==> src/design/spc_pkg.sv <==
// Shared types, widths and helpers for the sphere/plane collision pipeline.
// Used by spc_front, spc_fifo, spc_back and sphere_plane_collision_response.
package spc_pkg;

  localparam int FRAC   = 16;
  localparam int QDEPTH = 4;
  localparam int QAW    = 2;
  localparam int QW     = 31;                    // impact time quotient bits
  localparam int SEPW   = 38;
  localparam int VNW    = 36;
  localparam int MW     = 57;
  localparam int KPW    = 56;
  localparam int KW     = KPW - FRAC;
  localparam int NKW    = 58;
  localparam int VFW    = 51;
  localparam int DVW    = 37;
  localparam int REMW   = SEPW - 1 + FRAC;
  localparam int TW     = DVW + QW - 1;
  localparam int OVW    = DVW + QW - FRAC;
  localparam int VTW    = 64;

  localparam logic [2:0] CFG_PLANE_X  = 3'd0;
  localparam logic [2:0] CFG_PLANE_Y  = 3'd1;
  localparam logic [2:0] CFG_PLANE_Z  = 3'd2;
  localparam logic [2:0] CFG_NORMAL_X = 3'd3;
  localparam logic [2:0] CFG_NORMAL_Y = 3'd4;
  localparam logic [2:0] CFG_NORMAL_Z = 3'd5;
  localparam logic [2:0] CFG_FRICTION = 3'd6;
  localparam logic [2:0] CFG_BOUNCE   = 3'd7;

  typedef struct packed {
    logic [2:0][31:0] plane;
    logic [2:0][17:0] nrm;
    logic [17:0]      fric;
    logic [17:0]      bnc;
  } cfg_t;

  typedef struct packed {
    logic [2:0][31:0]     p;
    logic [2:0][31:0]     v;
    logic [30:0]          dt;
    logic [SEPW-1:0]      sep;
    logic [VNW-1:0]       vn;
    logic [KPW-1:0]       kp;
    logic [2:0][MW-1:0]   m;
    logic [2:0][VFW-1:0]  vf;
    logic                 touch;
    logic                 appr;
  } item_t;

  function automatic logic [31:0] sat32(input logic signed [63:0] x);
    logic [31:0] r;
    if (x > 64'sd2147483647) r = 32'h7fff_ffff;
    else if (x < -64'sd2147483648) r = 32'h8000_0000;
    else r = x[31:0];
    return r;
  endfunction

endpackage

==> src/design/spc_fifo.sv <==
// Short word queue between the front and back pipelines.
// Depends on spc_pkg for the word type and depth.
module spc_fifo (
  input  logic            clk,
  input  logic            rst_n,
  input  logic            push,
  input  spc_pkg::item_t  wdata,
  output logic            full,
  input  logic            pop,
  output spc_pkg::item_t  rdata,
  output logic            empty
);
  import spc_pkg::*;

  item_t          mem_r [QDEPTH];
  logic [QAW-1:0] wp_r, rp_r;
  logic [QAW:0]   cnt_r, cnt_nxt;

  assign full  = (cnt_r == (QAW+1)'(QDEPTH));
  assign empty = (cnt_r == '0);
  assign rdata = mem_r[rp_r];

  always_comb begin
    cnt_nxt = cnt_r;
    if (push && !pop) cnt_nxt = cnt_r + 1'b1;
    else if (pop && !push) cnt_nxt = cnt_r - 1'b1;
  end

  always_ff @(posedge clk) begin
    if (!rst_n) begin
      wp_r  <= '0;
      rp_r  <= '0;
      cnt_r <= '0;
    end else begin
      if (push) wp_r <= wp_r + 1'b1;
      if (pop) rp_r <= rp_r + 1'b1;
      cnt_r <= cnt_nxt;
    end
  end

  always_ff @(posedge clk) begin
    if (push) mem_r[wp_r] <= wdata;
  end

  a_cnt_range: assert property (@(posedge clk) disable iff (!rst_n)
    cnt_r <= (QAW+1)'(QDEPTH)) else $error("queue count above depth");
  a_no_overflow: assert property (@(posedge clk) disable iff (!rst_n)
    !(push && full)) else $error("push into full queue");
  a_cnt_inc: assert property (@(posedge clk) disable iff (!rst_n)
    (push && !pop) |=> cnt_r == $past(cnt_r) + 1'b1) else $error("queue count slip");

endmodule

==> config.mk <==
export PLATFORM = sky130hd
export DESIGN_NAME = spc_fifo
export DESIGN_NICKNAME = d
export VERILOG_FILES = /design/src/design/spc_pkg.sv /design/src/design/spc_fifo.sv
export SDC_FILE = /design/constraint.sdc
export NUM_CORES = 2
export LEC_CHECK = 0
export ABC_AREA = 1
export ABC_CLOCK_PERIOD_IN_PS = 20000
export BUFFER_PORTS_ARGS = -buffer_cell sky130_fd_sc_hd__buf_2
export CAP_MARGIN = 20
export CELL_PAD_IN_SITES_DETAIL_PLACEMENT = 0
export CELL_PAD_IN_SITES_GLOBAL_PLACEMENT = 1
export CORE_MARGIN = 2
export CORE_UTILIZATION = 30
export CTS_BUF_LIST = sky130_fd_sc_hd__clkbuf_8 sky130_fd_sc_hd__clkbuf_16
export CTS_CLUSTER_SIZE = 16
export DETAILED_ROUTE_END_ITERATION = 10
export PLACE_DENSITY_LB_ADDON = 0.05
export SYNTH_ARGS = -nofsm -noshare
export SYNTH_HDL_FRONTEND = slang
export SYNTH_SLANG_ARGS = --single-unit
==> constraint.sdc <==
create_clock -name clk -period 20 [get_ports clk]
set_input_delay 0 -clock clk [delete_from_list [all_inputs] [get_ports clk]]
set_output_delay 0 -clock clk [all_outputs]
set_load 0.1 [all_outputs]
==> impl_summary.log <==
[metrics] outcome: completed
[metrics] kind of launch point of the worst setup path: flop
[metrics] aggregate global routing overflow: 0
[metrics] global-route layer with the greatest usage: met2
[metrics] critical path fanouts, max: 77
[metrics] share of synthesized area occupied by flip-flops and latches: 0.813
[metrics] initial drt markers: 4153
[metrics] library cell appearing most often on the critical path: sky130_fd_sc_hd__buf_4
[metrics] kind of end point of the critical path: primary output
[metrics] Area after DPL: 111000 um^2
[metrics] number of enable flip-flop cells after synthesis: 2716
[metrics] count of input and output buffers: 1363
[metrics] vias in the first global route: 65100
[metrics] final core area utilization: 0.404
[metrics] standby leakage power: 0.0470 uW
[metrics] core region area: 333000 um^2
[metrics] fraction of layout instances using a drive strength above 1: 0.196
[metrics] Final Setup Violations: 0
[metrics] hold-critical path depth: 2
[metrics] critical path required time: 20.00 ns
[metrics] wire length of the first global-routing pass: 490000 um
[metrics] number of buffers added for setup after CTS: 0
[metrics] largest net degree at the start of global routing: 218
[metrics] count of mapped cells out of synthesis: 6622
[metrics] actual slew at the worst max-slew pin: 1.33 ns
[metrics] Slew Limit Headroom: 0.113
[metrics] endpoint of the worst register-to-register path: mem_r[1][173]
[metrics] All-Layer GR Usage: 0.199
[metrics] Hold Fails Final Rpt: 0
[metrics] number of pins exceeding their max-slew limit in the final report: 0
[metrics] HPWL after detailed placement: 215000 um
[metrics] end of the worst hold path: mem_r[3][327]
[metrics] Die Span X: 583 um
[metrics] clk_skew: 0.0294 ns
[metrics] buffers from clock root to sink, at most: 4
[metrics] initial antenna violation count: 195
[metrics] main flop type after synthesis: sky130_fd_sc_hd__edfxtp_1
[metrics] Routability Congestion: 0.780
[metrics] FILL cells: 31400
[metrics] number of ports placed on the die boundary: 1364
[metrics] growth of design area from synthesis to finish: 34.0%
[metrics] async set-reset flop share out of synthesis: 0
[metrics] synthesized netlist net count: 7311
[metrics] hold_ws: 0.0694 ns
[metrics] Min Clock Period, post-route: 5.80 ns
[metrics] Reg-to-Reg Start: wp_r[1]
[metrics] initial core utilization: 0.301
[metrics] average vias per placed instance: 4.77
[metrics] highest achievable clock rate: 0.173 GHz
[metrics] post-route cell area: 135000 um^2
[metrics] Post-CTS Resized: 0
[metrics] Detailed Route WL: 351000 um
[metrics] clock transition time at the flip-flop clock pins of the worst setup and hold paths: 0.06 ns
[metrics] count of warnings emitted by yosys: 0
[metrics] Skew-Pair Late Insertion Delay: 0.90 ns
[metrics] via count: 66800
[metrics] WL/cell: 25.0 um
[metrics] origin of the worst min-delay path: wdata[327]
[metrics] syn avg cell area: 15.2 um^2
[metrics] slowest cell on the critical path: sky130_fd_sc_hd__buf_4
[metrics] met1 global-route usage: 0.247
[metrics] setup repair after global routing missed its margin: false
[metrics] number of max-cap violations: 0
[metrics] number of H-tree branching levels: 5
[metrics] Synth Register Bits: 2725
[metrics] Max VDD drop: 68.5 uV
[metrics] maximum cell stage delay along the critical path: 0.80 ns
[metrics] Post-Route Setup TNS: 0 ns
[metrics] y dimension of the die: 583 um
[metrics] Crit Path Class: reg2out
[metrics] Post-route DRC: 0
[metrics] setup slack of the worst register-to-register path: 14.92 ns
[metrics] total clock buffers created by CTS: 320
[metrics] number of cell rows: 212
[metrics] TritonCTS Sinks: 2725
[metrics] met2 demand-to-capacity share in global routing: 0.328
[metrics] crit path DAT: 5.80 ns
[metrics] residual antenna-violating net count after detailed routing: 0
[metrics] clock tree from TritonCTS: built
[metrics] power density of the placed cells: 110 nW/um^2
[metrics] total die area: 340000 um^2
[metrics] area of the mapped netlist: 101000 um^2
[metrics] number of search-and-repair iterations in the first detailed-routing pass: 5
[metrics] fraction of the cycle the final worst path needs: 0.290
[metrics] fin nets: 9987
[metrics] count of different cell masters after synthesis: 20
[metrics] sequence of cells on the critical path: buf_4 -> buf_4 -> buf_4 -> buf_4 -> o21ai_0 -> o22ai_1 -> buf_2
[metrics] cell at the root of the clock tree: sky130_fd_sc_hd__clkbuf_16
[metrics] cell count of the worst reg-to-reg path: 8
[metrics] worst hold-check path type: in2reg
[metrics] met3 Use GR: 0.0642
critical path, delay by kind of cell, from the launching register on:
family / cells / cell delay (ns)
buffers and inverters: 5 / 3.49
AOI/OAI and AO/OA: 2 / 0.56
DFF: 1 / 0.61
Yosys cell counts (2+ instances only):
master | count | area, um^2
sky130_fd_sc_hd__ha_1 | 5 | 62.6
sky130_fd_sc_hd__buf_8 | 2 | 30.0
sky130_fd_sc_hd__inv_1 | 16 | 60.1
sky130_fd_sc_hd__nor2_1 | 1353 | 5080
sky130_fd_sc_hd__edfxtp_1 | 2716 | 81600
sky130_fd_sc_hd__a21oi_1 | 4 | 20.0
sky130_fd_sc_hd__o21ai_0 | 1364 | 6830
sky130_fd_sc_hd__nor3_1 | 2 | 10.0
sky130_fd_sc_hd__nand2_1 | 9 | 33.8
sky130_fd_sc_hd__o22ai_1 | 679 | 4250
sky130_fd_sc_hd__buf_6 | 65 | 732
sky130_fd_sc_hd__buf_2 | 60 | 300
sky130_fd_sc_hd__dfxtp_1 | 9 | 180
sky130_fd_sc_hd__nor2_2 | 10 | 62.6
sky130_fd_sc_hd__clkbuf_1 | 307 | 1150
sky130_fd_sc_hd__buf_4 | 17 | 128
placed cells by master (no fill, tap or decap), types with 3 or more instances in the layout:
cell type,count
sky130_fd_sc_hd__a21oi_1,4
sky130_fd_sc_hd__diode_2,77
sky130_fd_sc_hd__clkbuf_16,326
sky130_fd_sc_hd__inv_8,5
sky130_fd_sc_hd__clkinv_2,47
sky130_fd_sc_hd__buf_4,73
sky130_fd_sc_hd__clkinv_1,83
sky130_fd_sc_hd__dlygate4sd3_1,1356
sky130_fd_sc_hd__buf_12,13
sky130_fd_sc_hd__o21ai_0,1364
sky130_fd_sc_hd__inv_16,3
sky130_fd_sc_hd__nand2_1,9
sky130_fd_sc_hd__o22ai_1,679
sky130_fd_sc_hd__bufinv_16,13
sky130_fd_sc_hd__edfxtp_1,2716
sky130_fd_sc_hd__inv_6,8
sky130_fd_sc_hd__clkinv_8,5
sky130_fd_sc_hd__nor2_1,1353
sky130_fd_sc_hd__buf_2,1363
sky130_fd_sc_hd__inv_1,87
sky130_fd_sc_hd__nor2_2,10
sky130_fd_sc_hd__dfxtp_1,7
sky130_fd_sc_hd__ha_1,5
power by group:
group          switching [uW]  total (uW)  internal [uW]
sequential               46.7        6590           6540
combinational            2320        2830            511
clock                    2300        5410           3100
total                    4670       14800          10200
through the flow:
stage               total power [uW]  worst slack, ns  cells
floorplan                       8770             5.41   6622
global placement                9330            14.68  12000
detailed placement              9340            14.69  12000
CTS                            15000            14.05  13900
global route                   15400            13.81  14000
finish                         14800            14.20  14000
area by class of cell:
type / count / area, um^2 / area share
flip-flops and latches: 2725 / 81700 / 0.607
repair buffers: 2805 / 21200 / 0.157
multi-input cells: 3429 / 16400 / 0.122
clock buffers: 326 / 8160 / 0.0606
well taps: 4387 / 5490 / 0.0407
clock inverters: 237 / 1440 / 0.0107
diodes: 77 / 193 / 0.00143
inverters: 17 / 118 / 0.000873
state kept, by name (all words and copies together), names as in the netlist, named ones only:
name and cells:
wp_r 2, cnt_r 3, rp_r 2, mem_r 2716
layer usage:
metal | share of wire | vias up
li1 | - | 30800
met1 | 0.41 | 33400
met2 | 0.47 | 1906
met3 | 0.083 | 665
met4 | 0.036 | 108
met5 | 0.0019 | -
logic make-up after synthesis:
| kind of cell | after synthesis | synth area share |
|---|---|---|
| flops | 2725 | 0.813 |
| compound gates | 2047 | 0.110 |
| simple gates | 1376 | 0.0517 |
| buf+inv | 468 | 0.0240 |
| fa+ha+maj | 6 | 0.000822 |
timing repair:
item	in CTS	in global routing
setup endpoints to repair	0	0
hold buffers	1356	0
hold endpoints to repair	2942	0
worst max-delay path by stage:
stage	start	to	slack [ns]	depth (start not counted)
6_report	flop	rdata[667]	14.20	7
5_1_grt	flop	rdata[654]	13.81	7
4_1_cts	flop	rdata[667]	14.05	7
3_5_place_dp	wp_r[1]	mem_r[1][175]	14.69	8
3_3_place_gp	wp_r[1]	mem_r[1][175]	14.68	8
2_1_floorplan	wp_r[0]	mem_r[2][0]	5.41	4
Power figures use the tool's default switching activity.
